**config.mk**
```make
export PLATFORM = sky130hd
export DESIGN_NAME = six_axis_step_command_sequencer
export DESIGN_NICKNAME = d
export VERILOG_FILES = /design/src/design/sasc_pkg.sv /design/src/design/sasc_cmd_parser.sv /design/src/design/sasc_axis_bank.sv /design/src/design/six_axis_step_command_sequencer.sv
export SDC_FILE = /design/constraint.sdc
export NUM_CORES = 1
export LEC_CHECK = 0
export BUFFER_PORTS_ARGS = -buffer_cell sky130_fd_sc_hd__clkbuf_2
export CAP_MARGIN = 20
export CORE_MARGIN = 2
export CORE_UTILIZATION = 60
export DETAILED_ROUTE_END_ITERATION = 6
export GPL_ROUTABILITY_DRIVEN = 0
export PLACE_DENSITY = 0.82
export SYNTH_ARGS = -nofsm -noshare
export SYNTH_HDL_FRONTEND = slang
export SYNTH_SLANG_ARGS = --single-unit
```
**constraint.sdc**
```tcl
create_clock -name clk -period 8 [get_ports clk]
set_input_delay 0.4 -clock clk [delete_from_list [all_inputs] [get_ports clk]]
set_output_delay 0.4 -clock clk [all_outputs]
set_load 0.02 [all_outputs]
```
**src/design/sasc_pkg.sv**
```systemverilog
// Shared types, constants and helpers for the six-axis step command sequencer.
// Used by the command parser, the axis bank and the top level; no dependencies.
package sasc_pkg;

  // Axis count and step counter width
  localparam int NUM_AXES   = 6;
  localparam int COUNT_BITS = 16;
  localparam int AXIS_W     = (NUM_AXES > 1) ? $clog2(NUM_AXES) : 1;
  localparam int ACC_W      = 16;

  // Command characters
  localparam logic [7:0] CH_ZERO = 8'h30;  // '0'
  localparam logic [7:0] CH_NINE = 8'h39;  // '9'
  localparam logic [7:0] CH_SEP  = 8'h2C;  // ','
  localparam logic [7:0] CH_END  = 8'h5E;  // '^'
  localparam logic [7:0] CH_ARM  = 8'h2A;  // '*'

  // Axis 5 finishing also marks axis 6 done
  localparam int QUIRK_SRC = 4;
  localparam int QUIRK_DST = 5;

  // Request kinds
  localparam logic REQ_BYTE = 1'b0;
  localparam logic REQ_TICK = 1'b1;

  // Command from the parser to the axis bank
  typedef struct packed {
    logic                  load;
    logic [AXIS_W-1:0]     axis;
    logic [COUNT_BITS-1:0] count;
    logic                  dir;
    logic                  arm;
  } axis_cmd_t;

  // Next pin and status values from the axis bank
  typedef struct packed {
    logic [NUM_AXES-1:0] step_pins;
    logic [NUM_AXES-1:0] dir_pins;
    logic [NUM_AXES-1:0] done_mask;
    logic                stop_event;
  } axis_status_t;

  // Append a decimal digit, saturating at the accumulator maximum
  function automatic logic [ACC_W-1:0] sat_acc(input logic [ACC_W-1:0] acc,
                                               input logic [3:0] d);
    logic [ACC_W+3:0] v;
    v = ({4'b0, acc} * (ACC_W + 4)'(10)) + (ACC_W + 4)'(d);
    if (v[ACC_W+3:ACC_W] != 4'b0) begin
      return '1;
    end
    return v[ACC_W-1:0];
  endfunction

  // Same for the step count field
  function automatic logic [COUNT_BITS-1:0] sat_count(input logic [COUNT_BITS-1:0] acc,
                                                      input logic [3:0] d);
    logic [COUNT_BITS+3:0] v;
    v = ({4'b0, acc} * (COUNT_BITS + 4)'(10)) + (COUNT_BITS + 4)'(d);
    if (v[COUNT_BITS+3:COUNT_BITS] != 4'b0) begin
      return '1;
    end
    return v[COUNT_BITS-1:0];
  endfunction

endpackage

```
**src/design/sasc_cmd_parser.sv**
```systemverilog
// ASCII command parser: collects "axis,dir,steps^" and '*' into axis commands.
// Depends on sasc_pkg.
module sasc_cmd_parser import sasc_pkg::*; (
  input  logic      clk,
  input  logic      rst_n,
  input  logic      byte_en,
  input  logic [7:0] rx_byte,
  output axis_cmd_t cmd
);

  typedef enum logic [1:0] {
    FLD_AXIS    = 2'd0,
    FLD_DIR     = 2'd1,
    FLD_COUNT   = 2'd2,
    FLD_SURPLUS = 2'd3
  } field_t;

  field_t                field_idx_r, field_idx_nxt;
  logic                  field_end_r, field_end_nxt;
  logic [ACC_W-1:0]      axis_acc_r, axis_acc_nxt;
  logic [ACC_W-1:0]      dir_acc_r, dir_acc_nxt;
  logic [COUNT_BITS-1:0] count_acc_r, count_acc_nxt;
  logic                  axis_ok;

  assign axis_ok = (axis_acc_r >= ACC_W'(1)) && (axis_acc_r <= ACC_W'(NUM_AXES));

  // Decode one byte
  always_comb begin
    field_idx_nxt = field_idx_r;
    field_end_nxt = field_end_r;
    axis_acc_nxt  = axis_acc_r;
    dir_acc_nxt   = dir_acc_r;
    count_acc_nxt = count_acc_r;
    cmd           = '0;
    cmd.axis      = AXIS_W'(axis_acc_r - ACC_W'(1));
    cmd.count     = count_acc_r;
    cmd.dir       = (dir_acc_r == ACC_W'(1));
    if (byte_en) begin
      case (rx_byte) inside
        [CH_ZERO:CH_NINE]: begin
          // low nibble of an ASCII digit is its value
          if (!field_end_r) begin
            case (field_idx_r)
              FLD_AXIS:  axis_acc_nxt  = sat_acc(axis_acc_r, rx_byte[3:0]);
              FLD_DIR:   dir_acc_nxt   = sat_acc(dir_acc_r, rx_byte[3:0]);
              FLD_COUNT: count_acc_nxt = sat_count(count_acc_r, rx_byte[3:0]);
              default:   ;
            endcase
          end
        end
        CH_SEP: begin
          case (field_idx_r)
            FLD_AXIS:  field_idx_nxt = FLD_DIR;
            FLD_DIR:   field_idx_nxt = FLD_COUNT;
            default:   field_idx_nxt = FLD_SURPLUS;
          endcase
          field_end_nxt = 1'b0;
        end
        CH_END, CH_ARM: begin
          cmd.load      = (rx_byte == CH_END) && axis_ok;
          cmd.arm       = (rx_byte == CH_ARM);
          field_idx_nxt = FLD_AXIS;
          field_end_nxt = 1'b0;
          axis_acc_nxt  = '0;
          dir_acc_nxt   = '0;
          count_acc_nxt = '0;
        end
        default: field_end_nxt = 1'b1;
      endcase
    end
  end

  // Hold parser state
  always_ff @(posedge clk) begin
    if (!rst_n) begin
      field_idx_r <= FLD_AXIS;
      field_end_r <= 1'b0;
      axis_acc_r  <= '0;
      dir_acc_r   <= '0;
      count_acc_r <= '0;
    end else begin
      field_idx_r <= field_idx_nxt;
      field_end_r <= field_end_nxt;
      axis_acc_r  <= axis_acc_nxt;
      dir_acc_r   <= dir_acc_nxt;
      count_acc_r <= count_acc_nxt;
    end
  end

endmodule

```
**src/design/sasc_axis_bank.sv**
```systemverilog
// Per-axis step counters, direction, arm, phase and done bits; one tick per item.
// Depends on sasc_pkg.
module sasc_axis_bank import sasc_pkg::*; (
  input  logic         clk,
  input  logic         rst_n,
  input  logic         tick_en,
  input  axis_cmd_t    cmd,
  output axis_status_t status
);

  logic [COUNT_BITS-1:0] count_r [NUM_AXES];
  logic [COUNT_BITS-1:0] count_nxt [NUM_AXES];
  logic [COUNT_BITS-1:0] dec;
  logic [NUM_AXES-1:0]   dir_r, dir_nxt;
  logic [NUM_AXES-1:0]   armed_r, armed_nxt;
  logic [NUM_AXES-1:0]   phase_r, phase_nxt;
  logic [NUM_AXES-1:0]   fin_r, fin_nxt;
  logic [NUM_AXES-1:0]   fin_hit;
  logic                  stop;

  // Update the addressed lane for a load, and every lane for an arm or a tick
  always_comb begin
    count_nxt = count_r;
    dir_nxt   = dir_r;
    armed_nxt = armed_r;
    phase_nxt = phase_r;
    fin_nxt   = fin_r;
    fin_hit   = '0;
    dec       = '0;
    if (cmd.load) begin
      count_nxt[cmd.axis] = cmd.count;
      dir_nxt[cmd.axis]   = cmd.dir;
    end
    for (int i = 0; i < NUM_AXES; i++) begin
      if (cmd.arm) begin
        if (count_r[i] == '0) begin
          fin_hit[i] = 1'b1;
        end else begin
          armed_nxt[i] = 1'b1;
        end
      end
      if (tick_en && armed_r[i]) begin
        if (phase_r[i]) begin
          // drop the pin and count the step, never below zero
          dec          = count_r[i] - COUNT_BITS'(count_r[i] != '0);
          phase_nxt[i] = 1'b0;
          count_nxt[i] = dec;
          fin_hit[i]   = (dec == '0);
        end else if (count_r[i] == '0) begin
          fin_hit[i] = 1'b1;
        end else begin
          phase_nxt[i] = 1'b1;
        end
      end
    end
    // Finish: mark done, disarm, drop the pin
    for (int i = 0; i < NUM_AXES; i++) begin
      if (fin_hit[i]) begin
        fin_nxt[i]   = 1'b1;
        armed_nxt[i] = 1'b0;
        phase_nxt[i] = 1'b0;
      end
    end
    if (NUM_AXES > QUIRK_DST) begin
      if (fin_hit[QUIRK_SRC]) begin
        fin_nxt[QUIRK_DST] = 1'b1;
      end
    end
    // All done: raise the stop event and clear the mask
    stop = &fin_nxt;
    if (stop) begin
      fin_nxt = '0;
    end
    status.step_pins  = phase_nxt;
    status.dir_pins   = dir_nxt;
    status.done_mask  = fin_nxt;
    status.stop_event = stop;
  end

  // Hold axis state
  always_ff @(posedge clk) begin
    if (!rst_n) begin
      for (int i = 0; i < NUM_AXES; i++) begin
        count_r[i] <= '0;
      end
      dir_r   <= '1;
      armed_r <= '0;
      phase_r <= '0;
      fin_r   <= '0;
    end else begin
      count_r <= count_nxt;
      dir_r   <= dir_nxt;
      armed_r <= armed_nxt;
      phase_r <= phase_nxt;
      fin_r   <= fin_nxt;
    end
  end

endmodule

```
**src/design/six_axis_step_command_sequencer.sv**
```systemverilog
// Six-axis step/direction command sequencer, top level.
// An accepted item passes the input register, then the result register, on its way
// to the out_ port. Throughput: one item per cycle while out_stall is low; the input
// register can take a new item while a result waits.
// Reset (rst_n low, synchronous): parser cleared, counts zero, directions high,
// no axis armed, no done bits, both registers empty.
module six_axis_step_command_sequencer import sasc_pkg::*; (
  input  logic                clk,
  input  logic                rst_n,
  input  logic                in_valid,
  output logic                in_stall,
  input  logic                in_req_type,
  input  logic [7:0]          in_rx_byte,
  output logic                out_valid,
  input  logic                out_stall,
  output logic [NUM_AXES-1:0] out_step_pins,
  output logic [NUM_AXES-1:0] out_dir_pins,
  output logic [NUM_AXES-1:0] out_done_mask,
  output logic                out_stop_event
);

  logic         s1_valid_r, s1_valid_nxt;
  logic         s1_req_type_r;
  logic [7:0]   s1_rx_byte_r;
  logic         out_valid_r, out_valid_nxt;
  axis_status_t out_r;
  logic         in_take;
  logic         go;
  axis_cmd_t    cmd;
  axis_status_t status;

  // Advance the held item when the result register is free or draining
  assign go       = s1_valid_r && (!out_valid_r || !out_stall);
  assign in_stall = s1_valid_r && !go;
  assign in_take  = in_valid && !in_stall;

  assign s1_valid_nxt  = in_take || (s1_valid_r && !go);
  assign out_valid_nxt = go || (out_valid_r && out_stall);

  sasc_cmd_parser u_parser (
    .clk     (clk),
    .rst_n   (rst_n),
    .byte_en (go && (s1_req_type_r == REQ_BYTE)),
    .rx_byte (s1_rx_byte_r),
    .cmd     (cmd)
  );

  sasc_axis_bank u_axes (
    .clk     (clk),
    .rst_n   (rst_n),
    .tick_en (go && (s1_req_type_r == REQ_TICK)),
    .cmd     (cmd),
    .status  (status)
  );

  // Input register
  always_ff @(posedge clk) begin
    if (!rst_n) begin
      s1_valid_r <= 1'b0;
    end else begin
      s1_valid_r <= s1_valid_nxt;
    end
    if (in_take) begin
      s1_req_type_r <= in_req_type;
      s1_rx_byte_r  <= in_rx_byte;
    end
  end

  // Result register
  always_ff @(posedge clk) begin
    if (!rst_n) begin
      out_valid_r <= 1'b0;
    end else begin
      out_valid_r <= out_valid_nxt;
    end
    if (go) begin
      out_r <= status;
    end
  end

  assign out_valid      = out_valid_r;
  assign out_step_pins  = out_r.step_pins;
  assign out_dir_pins   = out_r.dir_pins;
  assign out_done_mask  = out_r.done_mask;
  assign out_stop_event = out_r.stop_event;

`ifndef NO_ASSERTIONS
  // A stop event always comes with a cleared done mask
  a_stop_clears: assert property (@(posedge clk) disable iff (!rst_n)
    (out_valid_r && out_r.stop_event) |-> (out_r.done_mask == '0))
    else $error("stop event with done mask not cleared");

  // A new result appears only from a held input item
  a_out_from_s1: assert property (@(posedge clk) disable iff (!rst_n)
    $rose(out_valid_r) |-> $past(s1_valid_r))
    else $error("result appeared without an input item");

  // Input stalls only while an item waits behind a stalled result
  a_stall_cause: assert property (@(posedge clk) disable iff (!rst_n)
    in_stall |-> (s1_valid_r && out_valid_r && out_stall))
    else $error("input stalled without a blocked result");
`endif

endmodule
```
==> summary.txt <==
Status - finished, violations left
Violated checks - DRC
GRT Util Overall - 0.296
Nature of the critical path startpoint - register
Later-pin clock latency in the skew report - 0.54 ns
Static leakage - 0.00607 µW
Hold Fails Final Rpt - 0
Register clock-pin slew on the reported worst setup and hold paths - 0.06 ns
DIE HEIGHT - 161 µm
Vias in the first global route - 12800
WP data required - 8.25 ns
Met3 Resource Use GR - 0.0488
Final Cycle Share - 0.554
Die area - 25800 µm²
Most common cell in the netlist - a21oi_1
Initial Util - 0.608
Post-place setup slack - 3.62 ns
Synthesized net count - 1958
Synth Register Bits - 201
Post-synth EDFFs - 28
Netlist Area Pre-Place - 14700 µm²
Synth top cells by count - 179 x a21oi_1, 173 x dfxtp_1, 170 x nor2_1
Buffers on Ports - 33
Slowest-stage cell, CP - or4_4
Fmax - 226 MHz
Critical path peak fanout - 13
Synth area leader - dfxtp_1
Slew @ Worst Pin - 1.01 ns
R2r worst-path depth - 14
Post-CTS Setup Bufs - 0
Post-synthesis sequential area ratio - 0.292
Largest stage delay, worst path - 0.51 ns
Total CTS buffers - 23
Post-CTS resize count - 0
Fill cell count - 2039
Final WS setup - 3.57 ns
Crit-path most repeated cell - ha_1
Remaining Overflow, GRT - 0
Drt first pass iters - 7
Pwr/cell area - 141 nW/µm²
DRC viols - 1
Clock root cell - clkbuf_16
Setup CP Type - register to register
HP Class - input port to register
FP Rows - 57
TritonCTS clock tree - built
Count of final setup violators - 0
Detailed Route WL - 39400 µm
Wire per inst - 18.4 µm
Sink Count - 201
Fraction of layout cells with a size suffix above 1 - 0.0926
Largest cells by area after synthesis - dfxtp_1 23%, ha_1 9.2%, a21oi_1 6.1%
Iter 0 DRT Violations - 1420
H-tree levels - 1
Vias - 14000
RSZ-0062 raised after global routing - no
Nets@finish - 1925
Post-route ant nets - 0
P&R area growth vs syn - 7.04%
Largest net degree at the start of global routing - 84
Count of pins over their slew limit - 0
CP arrival - 4.68 ns
Hold_buf cts - 0
GR Layer Usage met2 - 0.486
Fraction of registers with async set/reset - 0
CP Buf/Inv Count - 1
Post-synth top flop - dfxtp_1
Clock buffer depth - 3
Drt via density - 6.57
Post-layout min period - 4.43 ns
CP endpoint kind - register
GRT busiest layer - met2
Maximum vdd drop - 0.156 mV
Initial antenna violation count - 0
CP Depth - 14
Cells after Synth - 1831
Max Cap Violations - 0
Max_slew headroom - 0.308
Fin Clk Skew - 0.0264 ns
Setup TNS - 0 ns
Die W - 161 µm
Share of the synthesized area in the top cell type - 0.235
Yosys warns - 0
Worst path cell trace - or3_4 > or4_4 > nor4_4 > inv_2 > ha_1 > ha_1 > nand2b_1 > or2_0 > a21oi_1 > o32ai_1 > a311oi_1 > nor3_1 > and4bb_4 > nor2_1
Post-DP HPWL - 28000 µm
Synthesized area per cell - 8.05 µm²
First-pass GRT wire length - 64000 µm
N_diodes - 0
Crit path max-delay family - simple AND/OR/NAND/NOR gates
Worst hold path stage count - 1
Netlist cell types - 98
Met1 GRT Util - 0.392
Core Box Area - 24200 µm²
Boundary pin count - 34
-- cell usage in the layout (no fill, tap or decap), types with 25 or more instances in the layout --
cell,n
a31oi_1,25
xnor2_1,41
xor2_1,34
nand3_1,41
nor3_1,62
ha_1,108
inv_1,50
nand2_1,154
edfxtp_1,28
clkbuf_2,33
a21oi_1,179
o21ai_0,99
dfxtp_1,173
a211oi_1,47
nor4_1,28
nand4_1,29
nor2_1,170
-- kinds of logic (layout without fill, tap and decap cells) --
family                     Yosys count  count (layout)  synth area share
muxes                               14              14            0.0102
adders and majority gates          114             114            0.0998
and+or+nand+nor                    723             723             0.266
DFF                                201             201             0.292
xor gates and xnor gates            75              75            0.0446
buffers and inverters              156             140            0.0451
AOI/OAI and AO/OA                  548             548             0.243
-- through the flow --
stage	hold WS, ns	instances	cell area [µm²]	power (µW)	util
3_3_place_gp	0.434	2094	14900	1100	0.615
4_1_cts	0.0389	2136	15700	2240	0.649
5_1_grt	0.0341	2139	15800	2290	0.651
2_1_floorplan	0.427	1831	14700	1090	-
6_report	0.0522	2139	15800	2230	0.651
3_5_place_dp	0.446	2094	14900	1100	0.615
-- area by class of cell --
class                      instances  area, µm²  area share
clock buffer                      25        583      0.0369
multi-input combinational       1474       9780       0.620
sequential                       201       4300       0.273
inverter                          54        205      0.0130
timing repair buffer              44        259      0.0164
clock inverter                    17        245      0.0155
tap                              324        405      0.0257
-- registers in the layout, indices dropped and copies added (netlist names), 8 cells and up --
| name | flops |
|---|---|
| u_parser.count_acc_r | 16 |
| u_parser.dir_acc_r | 16 |
| u_axes.count_r | 96 |
| u_parser.axis_acc_r | 16 |
| s1_rx_byte_r | 8 |
-- worst paths after layout --
path,end,startpoint,slack [ns]
min,s1_rx_byte_r[5],in_rx_byte[5],0.05
max reg2reg,out_done_mask[1],u_axes.count_r[51],3.57
min reg2reg,u_axes.count_r[94],u_axes.count_r[94],0.45
max,out_done_mask[1],u_axes.count_r[51],3.57
-- report_power, final --
group          switching, µW  internal [µW]  total [µW]
clock network            452            697        1150
logic                   36.7           11.6        48.3
registers               6.07           1030        1040
-- per-layer routing --
layer | vias up | part of all wire
met5 | - | 0
met4 | 0 | 0.035
met3 | 95 | 0.073
met2 | 531 | 0.46
met1 | 6639 | 0.43
li1 | 6783 | -
-- worst register-to-register path, stage by stage (launching register included) --
cell and delay, ns:
dfxtp_1 0.38, or3_4 0.45, or4_4 0.51, nor4_4 0.21, inv_2 0.10, ha_1 0.24, ha_1 0.25, nand2b_1 0.24
or2_0 0.32, a21oi_1 0.11, o32ai_1 0.36, a311oi_1 0.28, nor3_1 0.26, and4bb_4 0.36, nor2_1 0.07
Power figures use the tool's default switching activity.
